==> src/design/sps_pkg.sv <==
`timescale 1ns / 1ps
package sps_pkg;
    localparam int GRID_SIDE_DEF = 64;
    localparam int IDX_W = 8;
    localparam int H_W = 16;
    localparam int CNT_W = 13;
    localparam int CFG_IDX_W = 3;
    localparam int CFG_W = 16;

    localparam logic [1:0] MODE_FILL  = 2'd0;
    localparam logic [1:0] MODE_WRITE = 2'd1;
    localparam logic [1:0] MODE_READ  = 2'd2;
    localparam logic [1:0] MODE_SWEEP = 2'd3;

    localparam logic [3:0] OP_NONE  = 4'd0;
    localparam logic [3:0] OP_CLEAR = 4'd1;
    localparam logic [3:0] OP_FILL  = 4'd2;
    localparam logic [3:0] OP_WRITE = 4'd3;
    localparam logic [3:0] OP_READ  = 4'd4;
    localparam logic [3:0] OP_SCAN  = 4'd5;
    localparam logic [3:0] OP_FLRD  = 4'd6;
    localparam logic [3:0] OP_UPD   = 4'd7;
    localparam logic [3:0] OP_DROP  = 4'd8;
    localparam logic [3:0] OP_INIT  = 4'd9;

    localparam logic [1:0] FL_PREV  = 2'd0;
    localparam logic [1:0] FL_CUR   = 2'd1;
    localparam logic [1:0] FL_NEXT  = 2'd2;
    localparam logic [1:0] FL_SHIFT = 2'd3;

    localparam logic [CFG_IDX_W-1:0] CFG_FILL = 3'd0;
    localparam logic [CFG_IDX_W-1:0] CFG_DROW = 3'd1;
    localparam logic [CFG_IDX_W-1:0] CFG_DCOL = 3'd2;
    localparam logic [CFG_IDX_W-1:0] CFG_DAMT = 3'd3;
    localparam logic [CFG_IDX_W-1:0] CFG_WRAP = 3'd4;

    typedef struct packed {
        logic [3:0]       op;
        logic [IDX_W-1:0] row;
        logic [IDX_W-1:0] col;
        logic [1:0]       fl_tgt;
        logic             fl_gate;
    } t_dp_cmd;
endpackage

==> src/design/sps_ctrl.sv <==
`timescale 1ns / 1ps
module sps_ctrl #(
    parameter int GRID_SIDE = sps_pkg::GRID_SIDE_DEF
) (
    input  logic             i_clk,
    input  logic             i_rst_n,
    input  logic             i_in_valid,
    input  logic [1:0]       i_in_mode,
    input  logic [5:0]       i_in_row,
    input  logic [5:0]       i_in_col,
    input  logic             i_out_ready,
    output logic             o_in_ready,
    output logic             o_out_valid,
    output sps_pkg::t_dp_cmd o_cmd
);
    import sps_pkg::*;

    localparam logic [3:0] S_CLR   = 4'd0;
    localparam logic [3:0] S_IDLE  = 4'd1;
    localparam logic [3:0] S_FILL  = 4'd2;
    localparam logic [3:0] S_WR    = 4'd3;
    localparam logic [3:0] S_RD    = 4'd4;
    localparam logic [3:0] S_SCAN  = 4'd5;
    localparam logic [3:0] S_SWAIT = 4'd6;
    localparam logic [3:0] S_FLP   = 4'd7;
    localparam logic [3:0] S_FLC   = 4'd8;
    localparam logic [3:0] S_FLN   = 4'd9;
    localparam logic [3:0] S_UPD   = 4'd10;
    localparam logic [3:0] S_FLS   = 4'd11;
    localparam logic [3:0] S_GAP   = 4'd12;
    localparam logic [3:0] S_DROP  = 4'd13;
    localparam logic [3:0] S_FIN   = 4'd14;
    localparam logic [3:0] S_DONE  = 4'd15;

    localparam logic [IDX_W-1:0] LAST = IDX_W'(GRID_SIDE - 1);

    logic [3:0]       r_state, n_state;
    logic [IDX_W-1:0] r_row, n_row;
    logic [IDX_W-1:0] r_col, n_col;
    logic             w_last_col, w_last_row;

    assign w_last_col = (r_col == LAST);
    assign w_last_row = (r_row == LAST);

    always_comb begin
        n_state     = r_state;
        n_row       = r_row;
        n_col       = r_col;
        o_in_ready  = 1'b0;
        o_out_valid = 1'b0;
        o_cmd       = '0;
        o_cmd.op    = OP_NONE;
        o_cmd.row   = r_row;
        o_cmd.col   = r_col;
        case (r_state)
            S_CLR, S_FILL, S_SCAN: begin
                case (r_state)
                    S_CLR:   o_cmd.op = OP_CLEAR;
                    S_FILL:  o_cmd.op = OP_FILL;
                    default: o_cmd.op = OP_SCAN;
                endcase
                if (w_last_col) begin
                    n_col = '0;
                    if (w_last_row) begin
                        n_row = '0;
                        case (r_state)
                            S_CLR:   n_state = S_IDLE;
                            S_FILL:  n_state = S_DONE;
                            default: n_state = S_SWAIT;
                        endcase
                    end else begin
                        n_row = r_row + 1'b1;
                    end
                end else begin
                    n_col = r_col + 1'b1;
                end
            end
            S_IDLE: begin
                o_in_ready = 1'b1;
                if (i_in_valid) begin
                    o_cmd.op = OP_INIT;
                    n_row = {2'b00, i_in_row};
                    n_col = {2'b00, i_in_col};
                    case (i_in_mode)
                        MODE_FILL: begin
                            n_row = '0;
                            n_col = '0;
                            n_state = S_FILL;
                        end
                        MODE_WRITE: n_state = S_WR;
                        MODE_READ:  n_state = S_RD;
                        default: begin
                            n_row = '0;
                            n_col = '0;
                            n_state = S_SCAN;
                        end
                    endcase
                end
            end
            S_WR: begin
                o_cmd.op = OP_WRITE;
                n_state = S_DONE;
            end
            S_RD: begin
                o_cmd.op = OP_READ;
                n_state = S_FIN;
            end
            S_SWAIT: n_state = S_FLP;
            S_FLP: begin
                o_cmd.op      = OP_FLRD;
                o_cmd.row     = LAST;
                o_cmd.fl_tgt  = FL_PREV;
                o_cmd.fl_gate = 1'b1;
                n_state = S_FLC;
            end
            S_FLC: begin
                o_cmd.op     = OP_FLRD;
                o_cmd.row    = '0;
                o_cmd.fl_tgt = FL_CUR;
                n_state = S_FLN;
            end
            S_FLN: begin
                o_cmd.op     = OP_FLRD;
                o_cmd.row    = IDX_W'(1);
                o_cmd.fl_tgt = FL_NEXT;
                n_row = '0;
                n_col = '0;
                n_state = S_UPD;
            end
            S_UPD: begin
                o_cmd.op = OP_UPD;
                if (w_last_col) begin
                    n_col = '0;
                    if (w_last_row) begin
                        n_state = S_GAP;
                    end else begin
                        n_row = r_row + 1'b1;
                        n_state = S_FLS;
                    end
                end else begin
                    n_col = r_col + 1'b1;
                end
            end
            S_FLS: begin
                // Fetch the flags of the row below the one about to be updated.
                o_cmd.op     = OP_FLRD;
                o_cmd.fl_tgt = FL_SHIFT;
                if (w_last_row) begin
                    o_cmd.row     = '0;
                    o_cmd.fl_gate = 1'b1;
                end else begin
                    o_cmd.row = r_row + 1'b1;
                end
                n_state = S_UPD;
            end
            S_GAP: n_state = S_DROP;
            S_DROP: begin
                o_cmd.op = OP_DROP;
                n_state = S_FIN;
            end
            S_FIN: n_state = S_DONE;
            S_DONE: begin
                o_out_valid = 1'b1;
                if (i_out_ready) begin
                    n_state = S_IDLE;
                end
            end
            default: n_state = S_IDLE;
        endcase
    end

    always_ff @(posedge i_clk) begin
        if (!i_rst_n) begin
            r_state <= S_CLR;
            r_row   <= '0;
            r_col   <= '0;
        end else begin
            r_state <= n_state;
            r_row   <= n_row;
            r_col   <= n_col;
        end
    end
endmodule

==> config.mk <==
export PLATFORM = sky130hd
export DESIGN_NAME = sps_ctrl
export DESIGN_NICKNAME = d
export VERILOG_FILES = /design/src/design/sps_pkg.sv /design/src/design/sps_ctrl.sv
export SDC_FILE = /design/constraint.sdc
export NUM_CORES = 1
export LEC_CHECK = 0
export BUFFER_PORTS_ARGS = -buffer_cell sky130_fd_sc_hd__buf_2
export CAP_MARGIN = 20
export CORE_MARGIN = 2
export CORE_UTILIZATION = 54
export DETAILED_ROUTE_END_ITERATION = 10
export GPL_TIMING_DRIVEN = 0
export PLACE_DENSITY_LB_ADDON = 0.05
export SLEW_MARGIN = 20
export SYNTH_ARGS = -nofsm -noshare
export SYNTH_HDL_FRONTEND = slang
export SYNTH_SLANG_ARGS = --single-unit
==> constraint.sdc <==
create_clock -name i_clk -period 2.8 [get_ports i_clk]
set_clock_uncertainty 0.1 [all_clocks]
set_input_delay 0.56 -clock i_clk [delete_from_list [all_inputs] [get_ports i_clk]]
set_output_delay 0.56 -clock i_clk [all_outputs]
set_load 0.02 [all_outputs]
* After elaboration in Yosys (flattened, before gate mapping)
Index checks and enable logic that the tools add are counted.
** Word-level totals
- Flip-flop bits (word level) :: 20
- Logic and storage cells :: 73
- Output and inout bits :: 25
** Cells by class
- Multiplexer cells :: 29
- Reductions and logical operators :: 14
- Add/sub/neg operators :: 2
- Equal/unequal tests :: 25
** Operators by type and width (count)
- one-hot mux 8 bit (4 select lines) :: 2
- two-way mux 8 bit :: 7
- one-hot mux 4 bit (11 select lines) :: 1
- == test 4 bit (second input constant) :: 8
- one-hot mux 4 bit (7 select lines) :: 1
- two-way mux 4 bit :: 6
- one-hot mux 8 bit (3 select lines) :: 1
- adder 8 x 1 -> 8 bit (second input constant) :: 2
- == test 4 x 3 -> 1 bit (second input constant) :: 4
- == test 8 x 6 -> 1 bit (second input constant) :: 2
- two-way mux 6 bit :: 2
- inequality test 2 bit (second input constant) :: 6
- AND reduction 5 bit :: 2
- one-hot mux 3 bit (3 select lines) :: 1
- == test 4 x 2 -> 1 bit (second input constant) :: 2
- one-hot mux 4 bit (2 select lines) :: 1
- OR reduction 2 bit :: 4
- OR reduction 4 bit :: 2
- one-hot mux 2 bit (3 select lines) :: 1
- one-hot mux 3 bit (2 select lines) :: 1
- == test 4 x 1 -> 1 bit (second input constant) :: 1
- logical NOT 4 bit :: 1
- nonzero test 4 bit :: 1
- two-way mux 1 bit :: 3
- 8 further kinds :: 8

* Logic depth before layout (Yosys ltp)
- Word-level depth :: 5
- Depth in mapped cells :: 8

* Worst setup path before layout
No wires, ideal clock.
- Path kind :: reg-to-output
- Start :: register r_state[1]
- End :: output o_cmd[14] (netlist name)
- Path slack :: 0.109 ns
- Data required time :: 2.140 ns
- Stages on the path, launching flop included :: 6
- Arrival time :: 2.031 ns
- Buffers on the path :: 2
- Path through :: dfxtp_1 clkbuf_1 and2_0 clkbuf_1 o211ai_1 o311ai_0
** RTL lines
- from (decl) :: line sps_ctrl.sv:37 : logic [3:0] r_state, n_state;
- from (signal assigned) :: line sps_ctrl.sv:178 : r_state <= n_state;
- to (decl) :: line sps_ctrl.sv:14 : output sps_pkg::t_dp_cmd o_cmd

==> impl_metrics.yaml <==
setup_path:
  path_max_fanout: 5
  crit_family: "compound AO/OA/AOI/OAI gates"
  crit_required_ns: 2.14
  endpoint_kind: "output port"
  crit_arrival_ns: 2.09
  start_kind: "register"
  crit_type: "register to output port"
  cp_num_buf_inv: 2
  startpoint: "r_row[1]"
  cp_cell_sequence: "ha_4 > or3b_4 > o211ai_1 > buf_4 > o21ai_1 > o21a_1 > buf_4"
  crit_slowest_cell: "or3b_4"
  critPathMostFrequentCell: "buf_4"
  r2r-start: "r_col[1]"
  cpPeakStageDelay_ns: 0.41
detailed_routing:
  ant_nets: 0
  totalWireLength_um: 5590
  via_per_inst: 6.54
  first_pass_iters: 6
  avgRoutedWirePerCell_um: 16.4
  drc: 0
  first_iter_violations: 222
  vias: 2222
synthesis:
  synth_cell_types: 52
  async_flop_share_pct: 0
  ys_seq_elements: 20
  synth_xor_area_share_pct: 1.01
  netlist_instances: 246
  yosysSeqAreaShare_pct: 23.0
  synthAdderAreaFrac_pct: 4.32
  synth_top_family_by_area: "compound AO/OA/AOI/OAI gates"
  synthFlopType: "dfxtp_1"
  synth-edff-count: 0
  synth_compound_area_share_pct: 33.0
  synth-simple-area-share_pct: 30.4
  synth_warnings: 0
  synth_area_per_cell_um2: 7.07
  synth.area.mux_share_pct: 1.73
  syn-num-nets: 270
  syn_area_um2: 1740
global_routing:
  grt_usage_pct: 29.5
  grt_pass1_vias: 1795
  grt_max_degree: 13
  grt_pass1_wl_um: 8360
  antenna_found_initial: 0
  grt_overflow: 0
sta:
  hold_violations: 0
  fin_worst_hold_slack_ns: 0.419
  period_share_pct: 98.3
  drv_slew: 0
  tightest_slew_ns: 0.824
  period_minus_slack_ns: 2.75
  fmaxAchievable_ghz: 0.363
  relSlewSlack_pct: 45.1
  setup_viol: 0
cts:
  htreeDepth: 1
  clock-sinks: 20
  cts_buffers: 3
  clock_latency_ns: 0.32
  clk_pin_slew_ns: 0.13
  cts_tree: "built"
  root_buffer: "clkbuf_4"
  cts_buffer_depth: 2
finish:
  mostFrequentLayoutCells: "42 x buf_2, 22 x a21oi_1, 21 x nand2_1"
  final_cells: 340
  drive_gt1_share_pct: 25.3
  nNetsFinal: 321
  areaGrowthSynthToFinish_pct: 24.5
  layout_commonest_cell: "buf_2"
  antennaDiodeCount: 0
  fill_cells: 282
floorplan:
  fp.dieW_um: 60.8
  fp-row-count: 20
  pin_count: 43
  start_util_pct: 57.0
  die_y_um: 60.8
  dieArea_um2: 3690
  coreArea_um2: 3050
hold_path:
  hp-start: "i_in_col[3]"
  hold_path_class: "primary input to register"
power:
  p_leak_nw: 0.863
  power_density_nw_per_um2: 284
  irDropWorstVdd_mv: 0.214
run:
  maxCapViolCount: 0
status:
  status: "completed"
place:
  portBuffers: 41
  dp.cells: 331
  gp_congestion: 0.974
  hpwl_um: 3760
==> repair_timing <==
action	4_1_cts	5_1_grt
resized for setup	15	14
setup endpoints to repair	9	11
hold buffers	0	0
setup buffers	3	7
pin swaps	2	3
==> layout make-up <==
cell class                      count  area [um2]  share of cell area (%)
Inverter                           10        37.5                    1.73
Clock buffer                        3        22.5                    1.04
Multi-Input combinational cell    196        1260                    58.2
Clock inverter                      1        30.0                    1.39
Timing Repair Buffer               51         283                    13.1
Tap cell                           44        55.1                    2.54
Sequential cell                    20         413                    19.1
Buffer                             15        65.1                    3.00
==> state kept, by name, indices dropped and copies added, names as in the netlist <==
signal	cells
r_col	8
r_row	8
r_state	4
==> cells by family after synthesis <==
| kind of cell | after synthesis |
|---|---|
| and+or+nand+nor | 100 |
| AOI/OAI and AO/OA | 85 |
| buffers and inverters | 30 |
| DFF | 20 |
| adders and majority gates | 6 |
| muxes | 3 |
| xor gates and xnor gates | 2 |
==> worst reg2reg max path: cells and delay by family, from the launching register on <==
| kind | cells | cell delay [ns] |
|---|---|---|
| flip-flops | 1 | 0.40 |
| adder cells (fa/ha/maj) | 1 | 0.24 |
| AND/OR/NAND/NOR | 3 | 1.11 |
| AO/OA/AOI/OAI | 2 | 0.70 |
==> per-layer routing <==
metal / track usage [%] / wire length, um / up-vias
met1: 41.5 / 2350 / 1042
li1: - / - / 1036
met5: 0 / 0 / -
met3: 3.84 / 457 / 17
met4: 9.32 / 102 / 0
met2: 47.2 / 2680 / 127
==> path summary, 6_finish.rpt <==
path	slack (ns)	endpoint	cells past startpoint
worst min register to register	0.42	r_col[1]	2
worst max register to register	0.19	r_row[7]	6
worst max-delay path	0.05	o_cmd[11]	7
worst min-delay path	0.42	r_col[3]	3
==> through the flow <==
stage               instance area [um2]  total power, mW  setup WS (ns)  TNS (ns)  util, %
floorplan                          1740            0.338          0.109         0        -
global placement                   2000            0.366         -0.199    -0.524     65.5
detailed placement                 2000            0.368         -0.193    -0.469     65.5
CTS                                2110            0.615         0.0105         0     69.1
global route                       2170            0.632        -0.0229   -0.0574     70.9
finish                             2170            0.615         0.0473         0     70.9
==> Yosys cell counts, types with 9 or more instances <==
master    number  area share, %
nor2_1        17            3.7
dfxtp_1       20             23
clkbuf_1      17            3.7
inv_1          9            1.9
nor3_1         9            2.6
o21ai_0       16            4.6
a21oi_1       22            6.3
nand3_1       11            3.2
nand2_1       21            4.5
==> power by group <==
part           internal (mW)  switching (mW)
Clock                  0.145           0.110
Sequential             0.288         0.00964
Combinational         0.0252          0.0373
Power figures use the tool's default switching activity.
